--- config.mk ---
export PLATFORM = sky130hd
export DESIGN_NAME = lsb_stego_payload_extractor_flat
export DESIGN_NICKNAME = d
export VERILOG_FILES = /design/src/rtl/lsbx_pkg.sv /design/src/rtl/lsbx_in_if.sv /design/src/rtl/lsbx_out_if.sv /design/src/rtl/lsbx_step.sv /design/src/rtl/lsb_stego_payload_extractor.sv /design/src/flat_wrapper.sv
export SDC_FILE = /design/constraint.sdc
export NUM_CORES = 1
export LEC_CHECK = 0
export BUFFER_PORTS_ARGS = -buffer_cell sky130_fd_sc_hd__buf_2
export CAP_MARGIN = 10
export CORE_UTILIZATION = 54
export CTS_CLUSTER_SIZE = 40
export DETAILED_ROUTE_END_ITERATION = 6
export GPL_TIMING_DRIVEN = 0
export PLACE_DENSITY_LB_ADDON = 0.2
export SYNTH_ARGS = -nofsm -noshare
export SYNTH_HDL_FRONTEND = slang
export SYNTH_SLANG_ARGS = --single-unit
--- constraint.sdc ---
create_clock -name clk_i -period 3.35 [get_ports clk_i]
set_input_delay 0.335 -clock clk_i [delete_from_list [all_inputs] [get_ports clk_i]]
set_output_delay 0.335 -clock clk_i [all_outputs]
set_load 0.05 [all_outputs]
--- src/rtl/lsbx_pkg.sv ---
`default_nettype none
package lsbx_pkg;

  // Fixed layout of the stream
  localparam int unsigned HEADER_BYTES = 54;
  localparam int unsigned MAGIC_MAX    = 8;

  localparam logic [5:0] HEADER_LAST = 6'(HEADER_BYTES);
  localparam logic [3:0] MAGIC_CAP   = 4'(MAGIC_MAX);
  localparam logic [63:0] MAGIC_CHARS_RST = 64'h0000_0000_0000_2A23;
  localparam logic [3:0]  MAGIC_LEN_RST   = 4'd2;

  // Configuration register indexes
  localparam logic CFG_MAGIC_LEN   = 1'b0;
  localparam logic CFG_MAGIC_CHARS = 1'b1;

  typedef enum logic [2:0] {
    PH_HEADER  = 3'd0,
    PH_MAGIC   = 3'd1,
    PH_EXT_LEN = 3'd2,
    PH_EXT     = 3'd3,
    PH_PAY_LEN = 3'd4,
    PH_PAY     = 3'd5,
    PH_DONE    = 3'd6,
    PH_ERROR   = 3'd7
  } phase_e;

  typedef enum logic [1:0] {
    KIND_EXT       = 2'd0,
    KIND_PAY       = 2'd1,
    KIND_MAGIC_ERR = 2'd2,
    KIND_EMPTY     = 2'd3
  } kind_e;

  typedef struct packed {
    phase_e      phase;
    logic [5:0]  header_count;
    logic [4:0]  bit_count;
    logic [31:0] bit_shift;
    logic [3:0]  item_index;
    logic [31:0] remaining;
    logic        magic_bad;
  } decode_t;

  typedef struct packed {
    logic       valid;
    logic [7:0] out_byte;
    kind_e      kind;
    logic       last;
  } result_t;

endpackage
`default_nettype wire

--- src/rtl/lsbx_in_if.sv ---
`default_nettype none
interface lsbx_in_if;
  logic       valid;
  logic       ready;
  logic [7:0] pixel_byte;
  logic       restart;

  modport source (output valid, output pixel_byte, output restart, input ready);
  modport sink   (input valid, input pixel_byte, input restart, output ready);
endinterface
`default_nettype wire

--- src/rtl/lsbx_out_if.sv ---
`default_nettype none
interface lsbx_out_if;
  logic       valid;
  logic       ready;
  logic [7:0] out_byte;
  logic [1:0] kind;
  logic       last;

  modport source (output valid, output out_byte, output kind, output last, input ready);
  modport sink   (input valid, input out_byte, input kind, input last, output ready);
endinterface
`default_nettype wire

--- src/rtl/lsbx_step.sv ---
`default_nettype none
module lsbx_step (
  input  lsbx_pkg::decode_t cur_i,
  input  logic [7:0]        pixel_byte_i,
  input  logic              restart_i,
  input  logic [3:0]        magic_len_i,
  input  logic [63:0]       magic_chars_i,
  output lsbx_pkg::decode_t nxt_o,
  output lsbx_pkg::result_t res_o
);
  import lsbx_pkg::*;

  decode_t     st;
  decode_t     nxt;
  result_t     res;
  logic [3:0]  eff_len;
  logic [31:0] sh_val;
  logic [4:0]  cnt;
  logic        is_len;
  logic        done;
  logic        skip;
  logic        bad;
  logic [3:0]  idx_n;
  logic [7:0]  want;
  logic [31:0] len;
  logic [31:0] rem;

  // Saturate the magic length
  assign eff_len = (magic_len_i > MAGIC_CAP) ? MAGIC_CAP : magic_len_i;

  // Advance the decode by one file word
  always_comb begin
    st = cur_i;
    if (restart_i) begin
      st = '0;
      st.phase = PH_HEADER;
    end
    // Select the expected magic character
    want   = magic_chars_i[{st.item_index[2:0], 3'b000} +: 8];
    nxt    = st;
    res    = '0;
    res.kind = KIND_EXT;
    skip   = 1'b0;
    sh_val = '0;
    cnt    = '0;
    is_len = 1'b0;
    done   = 1'b0;
    bad    = 1'b0;
    idx_n  = '0;
    len    = '0;
    rem    = st.remaining - 32'd1;

    // Drop header words
    if (st.phase == PH_HEADER) begin
      if (st.header_count < HEADER_LAST) begin
        nxt.header_count = st.header_count + 6'd1;
        skip = 1'b1;
      end else begin
        nxt.phase = PH_MAGIC;
      end
    end

    if (!skip) begin
      if (nxt.phase == PH_MAGIC && nxt.item_index >= eff_len) begin
        nxt.phase = PH_EXT_LEN;
      end
      if (nxt.phase != PH_DONE && nxt.phase != PH_ERROR) begin
        // Gather one data bit, MSB first
        sh_val = {nxt.bit_shift[30:0], pixel_byte_i[0]};
        cnt    = nxt.bit_count + 5'd1;
        is_len = (nxt.phase == PH_EXT_LEN) || (nxt.phase == PH_PAY_LEN);
        done   = is_len ? (cnt == 5'd0) : (cnt == 5'd8);
        nxt.bit_shift = sh_val;
        nxt.bit_count = cnt;
        len = sh_val[31] ? 32'd0 : sh_val;
        if (done) begin
          nxt.bit_shift = '0;
          nxt.bit_count = '0;
          case (nxt.phase)
            PH_MAGIC: begin
              bad = nxt.magic_bad | (sh_val[7:0] != want);
              nxt.magic_bad = bad;
              idx_n = nxt.item_index + 4'd1;
              nxt.item_index = idx_n;
              if (idx_n >= eff_len) begin
                if (bad) begin
                  nxt.phase = PH_ERROR;
                  res.valid = 1'b1;
                  res.kind  = KIND_MAGIC_ERR;
                  res.last  = 1'b1;
                end else begin
                  nxt.phase = PH_EXT_LEN;
                end
              end
            end
            PH_EXT_LEN: begin
              nxt.remaining = len;
              nxt.phase = (len != 32'd0) ? PH_EXT : PH_PAY_LEN;
            end
            PH_EXT: begin
              nxt.remaining = rem;
              if (rem == 32'd0) begin
                nxt.phase = PH_PAY_LEN;
              end
              res.valid    = 1'b1;
              res.out_byte = sh_val[7:0];
              res.kind     = KIND_EXT;
            end
            PH_PAY_LEN: begin
              nxt.remaining = len;
              if (len == 32'd0) begin
                nxt.phase = PH_DONE;
                res.valid = 1'b1;
                res.kind  = KIND_EMPTY;
                res.last  = 1'b1;
              end else begin
                nxt.phase = PH_PAY;
              end
            end
            PH_PAY: begin
              nxt.remaining = rem;
              res.valid     = 1'b1;
              res.out_byte  = sh_val[7:0];
              res.kind      = KIND_PAY;
              if (rem == 32'd0) begin
                nxt.phase = PH_DONE;
                res.last  = 1'b1;
              end
            end
            default: begin
              nxt.phase = nxt.phase;
            end
          endcase
        end
      end
    end
  end

  assign nxt_o = nxt;
  assign res_o = res;

endmodule
`default_nettype wire

--- src/rtl/lsb_stego_payload_extractor.sv ---
`default_nettype none
// Channel   Dir  Word fields                Notes
// pix_in    in   pixel_byte[7:0], restart   one file byte per word
// res_out   out  out_byte[7:0], kind, last  zero or one word per input word
// cfg       in   cfg_we_i, cfg_idx_i, cfg_wdata_i  0: magic length, 1: magic chars
//
// One input word per cycle: the decode state registers are updated in the
// cycle a word is taken, and any result lands in the output register.
// The output register is the only buffer: input is taken whenever it is empty
// or being emptied in the same cycle, so a stalled sink stalls the input.
// Reset (async, active low) clears the decode to the header skip and loads
// the default magic ("#*", two characters).
module lsb_stego_payload_extractor (
  input  logic        clk_i,
  input  logic        rst_ni,
  lsbx_in_if.sink     pix_in,
  lsbx_out_if.source  res_out,
  input  logic        cfg_we_i,
  input  logic        cfg_idx_i,
  input  logic [63:0] cfg_wdata_i
);
  import lsbx_pkg::*;

  decode_t     decode_q, decode_d;
  result_t     step_res;
  result_t     res_q;
  logic [3:0]  magic_len_q;
  logic [63:0] magic_chars_q;
  logic        accept;

  // Take a word when the output register is free or being drained
  assign pix_in.ready = !res_q.valid || res_out.ready;
  assign accept       = pix_in.valid && pix_in.ready;

  lsbx_step u_step (
    .cur_i         (decode_q),
    .pixel_byte_i  (pix_in.pixel_byte),
    .restart_i     (pix_in.restart),
    .magic_len_i   (magic_len_q),
    .magic_chars_i (magic_chars_q),
    .nxt_o         (decode_d),
    .res_o         (step_res)
  );

  // Hold configuration registers
  always_ff @(posedge clk_i or negedge rst_ni) begin
    if (!rst_ni) begin
      magic_len_q   <= MAGIC_LEN_RST;
      magic_chars_q <= MAGIC_CHARS_RST;
    end else if (cfg_we_i) begin
      case (cfg_idx_i)
        CFG_MAGIC_LEN:   magic_len_q   <= cfg_wdata_i[3:0];
        CFG_MAGIC_CHARS: magic_chars_q <= cfg_wdata_i;
        default:         magic_len_q   <= magic_len_q;
      endcase
    end
  end

  // Advance decode state on each accepted word; all zero is the header skip
  always_ff @(posedge clk_i or negedge rst_ni) begin
    if (!rst_ni) begin
      decode_q <= '0;
    end else if (accept) begin
      decode_q <= decode_d;
    end
  end

  // Load or drain the output register
  always_ff @(posedge clk_i or negedge rst_ni) begin
    if (!rst_ni) begin
      res_q <= '0;
    end else if (accept && step_res.valid) begin
      res_q <= step_res;
    end else if (res_out.ready) begin
      res_q.valid <= 1'b0;
    end
  end

  assign res_out.valid    = res_q.valid;
  assign res_out.out_byte = res_q.out_byte;
  assign res_out.kind     = res_q.kind;
  assign res_out.last     = res_q.last;

endmodule
`default_nettype wire

--- src/flat_wrapper.sv ---
// flat-port wrapper written by rule: the top's interface ports become plain ports
module lsb_stego_payload_extractor_flat import lsbx_pkg::*;
  (clk_i, rst_ni, cfg_we_i, cfg_idx_i, cfg_wdata_i, pix_in_valid, pix_in_pixel_byte, pix_in_restart, pix_in_ready, res_out_valid, res_out_out_byte, res_out_kind, res_out_last, res_out_ready);
  lsbx_in_if pix_in_i ();
  lsbx_out_if res_out_i ();
  input  logic clk_i;
  input  logic rst_ni;
  input  logic cfg_we_i;
  input  logic cfg_idx_i;
  input  logic [63:0] cfg_wdata_i;
  input wire logic [$bits(pix_in_i.valid)-1:0] pix_in_valid;
  input wire logic [$bits(pix_in_i.pixel_byte)-1:0] pix_in_pixel_byte;
  input wire logic [$bits(pix_in_i.restart)-1:0] pix_in_restart;
  output wire logic [$bits(pix_in_i.ready)-1:0] pix_in_ready;
  output wire logic [$bits(res_out_i.valid)-1:0] res_out_valid;
  output wire logic [$bits(res_out_i.out_byte)-1:0] res_out_out_byte;
  output wire logic [$bits(res_out_i.kind)-1:0] res_out_kind;
  output wire logic [$bits(res_out_i.last)-1:0] res_out_last;
  input wire logic [$bits(res_out_i.ready)-1:0] res_out_ready;
  assign pix_in_i.valid = pix_in_valid;
  assign pix_in_i.pixel_byte = pix_in_pixel_byte;
  assign pix_in_i.restart = pix_in_restart;
  assign pix_in_ready = pix_in_i.ready;
  assign res_out_valid = res_out_i.valid;
  assign res_out_out_byte = res_out_i.out_byte;
  assign res_out_kind = res_out_i.kind;
  assign res_out_last = res_out_i.last;
  assign res_out_i.ready = res_out_ready;
  lsb_stego_payload_extractor u_core (.clk_i(clk_i), .rst_ni(rst_ni), .pix_in(pix_in_i), .res_out(res_out_i), .cfg_we_i(cfg_we_i), .cfg_idx_i(cfg_idx_i), .cfg_wdata_i(cfg_wdata_i));
endmodule
==> out/qor.txt <==
Reg2reg setup slack = -70 ps
DIE AREA = 18600 um2
Buf/Inv on CP = 2
Final ANT Viol Nets = 0
Worst EP required = 3700 ps
DP Worst Slack = -1070 ps
Area Overhead vs Synth = 20.7%
Die W = 136 um
ANT cells = 0
CP Capture Type = flop
# port buffers = 82
Worst R2R Start = u_core.decode_q[15]$_DFFE_PN0P_
Total Routing Usage GR = 33.7%
GRT Residual Overflow = 0
Cells after Synth = 1031
Max Clock Freq = 292 MHz
Final setup fails = 2
Syn nets = 1124
Setup TNS = -124 ps
CP max-delay cell = or4_4
Status = complete, but fails checks
Final Util = 67.4%
Share of cells above drive strength 1 = 29.3%
EDFF count, synth = 0
Post-Synthesis Mean Instance Area = 9.46 um2
Top Ports = 92
Design area = 11800 um2
Detailed placer's ending HPWL = 21600 um
Area of the multi-input gates = 5510 um2
Setup crit start kind = flop
Initial drt markers = 1054
Final wirelength = 30200 um
Synth warn = 0
WHS Path Cells = 2
Worst skew pair latency = 440 ps
DR WL/cell = 21.6 um
First-pass GRT wire length = 47000 um
Final Hold Fails = 0
Die H = 136 um
Pin count of the biggest net entering global routing = 84
Delay-heaviest family, CP = simple AND/OR/NAND/NOR gates
Setup skew after layout = 11.3 ps
Ys flop type = dfrtp_1
# nets final = 1253
Failing checks = setup timing
Slew margin rel. = 44.6%
Root Buffer = clkbuf_16
Hold Startpoint = cfg_wdata_i[53]
Sequential element share of the synthesized area = 41.6%
Hold endpoint = u_core.magic_chars_q[53]$_DFFE_PN0P_
Placer Congestion = 0.974
CP peak stage delay = 590 ps
Final period util = 102%
H-tree depth = 4
Synth Register Bits = 162
Final hold slack = 116 ps
Final Max Slew Viols = 0
FF-to-FF path depth = 10
Clk sinks = 162
Initial Utilization = 55.8%
Max-cap violation count = 0
Post-DP Area = 10700 um2
Vias per cell = 6.50
DRT Pass-1 Iters = 5
Residual DRC = 0
Seq. cell area = 4070 um2
Worst-path clk slew = 80 ps
Clock buffer depth = 2
Minimum clock period = 3420 ps
Async set-reset flop share out of synthesis = 100%
Critical Path, Cell by Cell = or4_4 -> or2_0 -> buf_4 -> buf_4 -> o41a_1 -> nor4_2 -> nand4_1 -> or4_4 -> o311a_1 -> o32ai_2
WP data arrival = 3780 ps
Final setup margin = -73.8 ps
Num CTS Buffers = 17
Pin slew with the least headroom to its limit = 829 ps
Synthesized area = 9750 um2
Static leakage = 5.02 nW
CTS tree = built
Rows = 48
Vias in the first global route = 8511
PwrDens = 405 nW/um2
CP Max Fanout = 3
Core Region = 17500 um2
Antenna violations before repair = 0
RSZ-0062 raised after global routing = true
Peak supply drop = 0.338 mV
RR Endpoint = u_core.decode_q[82]$_DFFE_PN0P_
Vias = 9085
Unique masters post-synth = 91
Hold WC Path Type = in2reg
Fill cell count = 1365
CP Class = reg2reg
[registers in the layout, indices dropped and copies added, names as in the netlist]
name,flops
u_core.res_out.last,1
u_core.res_out.valid,1
u_core.magic_chars_q,64
u_core.decode_q,82
u_core.res_out.out_byte,8
u_core.magic_len_q,4
u_core.res_out.kind,2
[cell families after synthesis]
family | Yosys count | synth area share [%]
buffers and inverters | 106 | 4.63
AOI/OAI and AO/OA | 288 | 20.1
and+or+nand+nor | 339 | 18.0
muxes | 103 | 12.1
xor gates and xnor gates | 19 | 1.71
DFF | 162 | 41.6
adders and majority gates | 14 | 1.80
[synthesized netlist by cell type, types with 4 or more instances]
master     instances  share of area (%)
a21o_1             4               0.31
a21oi_1           51                2.6
a221oi_1           5               0.45
a22o_1             7               0.63
a22oi_1           41                3.2
a2bb2oi_1          4               0.36
a31oi_1            6               0.38
a32o_1             4               0.41
a32oi_1            7               0.63
a41oi_1            5               0.45
and2_1             4               0.26
buf_2             13               0.67
buf_4              6               0.46
clkbuf_1          55                2.1
dfrtp_1          155                 40
dfstp_2            7                1.9
ha_1              14                1.8
inv_1             28                1.1
mux2_2            78                9.0
mux2i_1           20                2.1
mux4_2             4               0.92
nand2_1          116                4.5
nand2b_1          10               0.64
nand3_1           16               0.82
nand4_1           15               0.96
nand4b_1           6               0.54
nor2_1            55                2.1
nor2b_1           18                1.2
nor3_1            28                1.4
nor3b_1            4               0.31
nor4_1            24                1.5
o211ai_1           5               0.38
o21ai_0           84                4.3
o22ai_1            9               0.58
o31ai_1            5               0.38
or2_2              7               0.45
or3_1             10               0.64
or4_1              8               0.62
xnor2_1           11               0.99
xor2_1             8               0.72
[worst max-delay path by stage]
stage,endpoint,depth (start not counted),startpoint
after floorplan,u_core.decode_q[82]$_DFFE_PN0P_,16,pix_in_restart
after global placement,u_core.decode_q[3]$_DFFE_PN0P_,17,pix_in_restart
after detailed placement,u_core.decode_q[25]$_DFFE_PN0P_,17,pix_in_restart
after CTS,u_core.decode_q[82]$_DFFE_PN0P_,9,u_core.decode_q[14]$_DFFE_PN0P_
after global routing,u_core.decode_q[82]$_DFFE_PN0P_,11,u_core.decode_q[2]$_DFFE_PN0P_
final,u_core.decode_q[82]$_DFFE_PN0P_,10,u_core.decode_q[15]$_DFFE_PN0P_
[where the power goes]
group | leakage [nW] | total, mW | internal (mW) | switching [mW]
Combinational | 2.68 | 0.558 | 0.263 | 0.294
Sequential | 2.05 | 2.21 | 2.11 | 0.105
Clock | 0.294 | 2.00 | 1.02 | 0.979
[cell usage in the layout, fill, tap and decap left out, types with 9 or more instances in the layout]
cell type  count
buf_4         36
a21oi_1       47
clkbuf_16     19
buf_2         90
dfrtp_1      148
nor3_1        25
nand2b_1      10
o22ai_1        9
nor2_1        53
inv_1         27
nand4_1       15
nor2b_1       15
nor4_1        18
xnor2_1       11
o21ai_0       82
or3_1         10
nand2_1      113
mux2i_1       19
a22oi_1       41
ha_1          12
mux2_2        77
nand3_1       15
clkbuf_1      34
[area by class of cell]
type,instances,share of cell area [%]
sequential,162,34.6
buffer,71,3.99
multi-input combinational,763,46.8
clock inverter,15,1.55
clock buffer,17,3.61
timing repair buffer,117,6.10
tap,225,2.39
inverter,28,0.957
[worst reg2reg max path, stage by stage (launching register included)]
cell	delay, ps
dfrtp_1	400
or4_4	550
or2_0	210
buf_4	150
buf_4	130
o41a_1	400
nor4_2	240
nand4_1	170
or4_4	590
o311a_1	320
o32ai_2	190
[per-stage QoR]
step           cells  power, mW
3_3_place_gp    1338       2.75
5_1_grt         1398       4.92
6_report        1398       4.77
4_1_cts         1393       4.77
3_5_place_dp    1339       2.78
2_1_floorplan   1031       2.56
[routing by layer]
metal  wire, um  GRT usage [%]
met5          0              0
met4        852           12.9
met3       2570           6.30
met2      13800           51.2
met1      13000           47.4
[what timing repair did]
item	CTS	global route
endpoints found under the hold margin	75	0
resized for setup	38	41
endpoints found under the setup margin	83	75
pin swaps	15	21
hold buffers	1	0
buffers inserted	26	7
(Power assumes the default switching activity.)
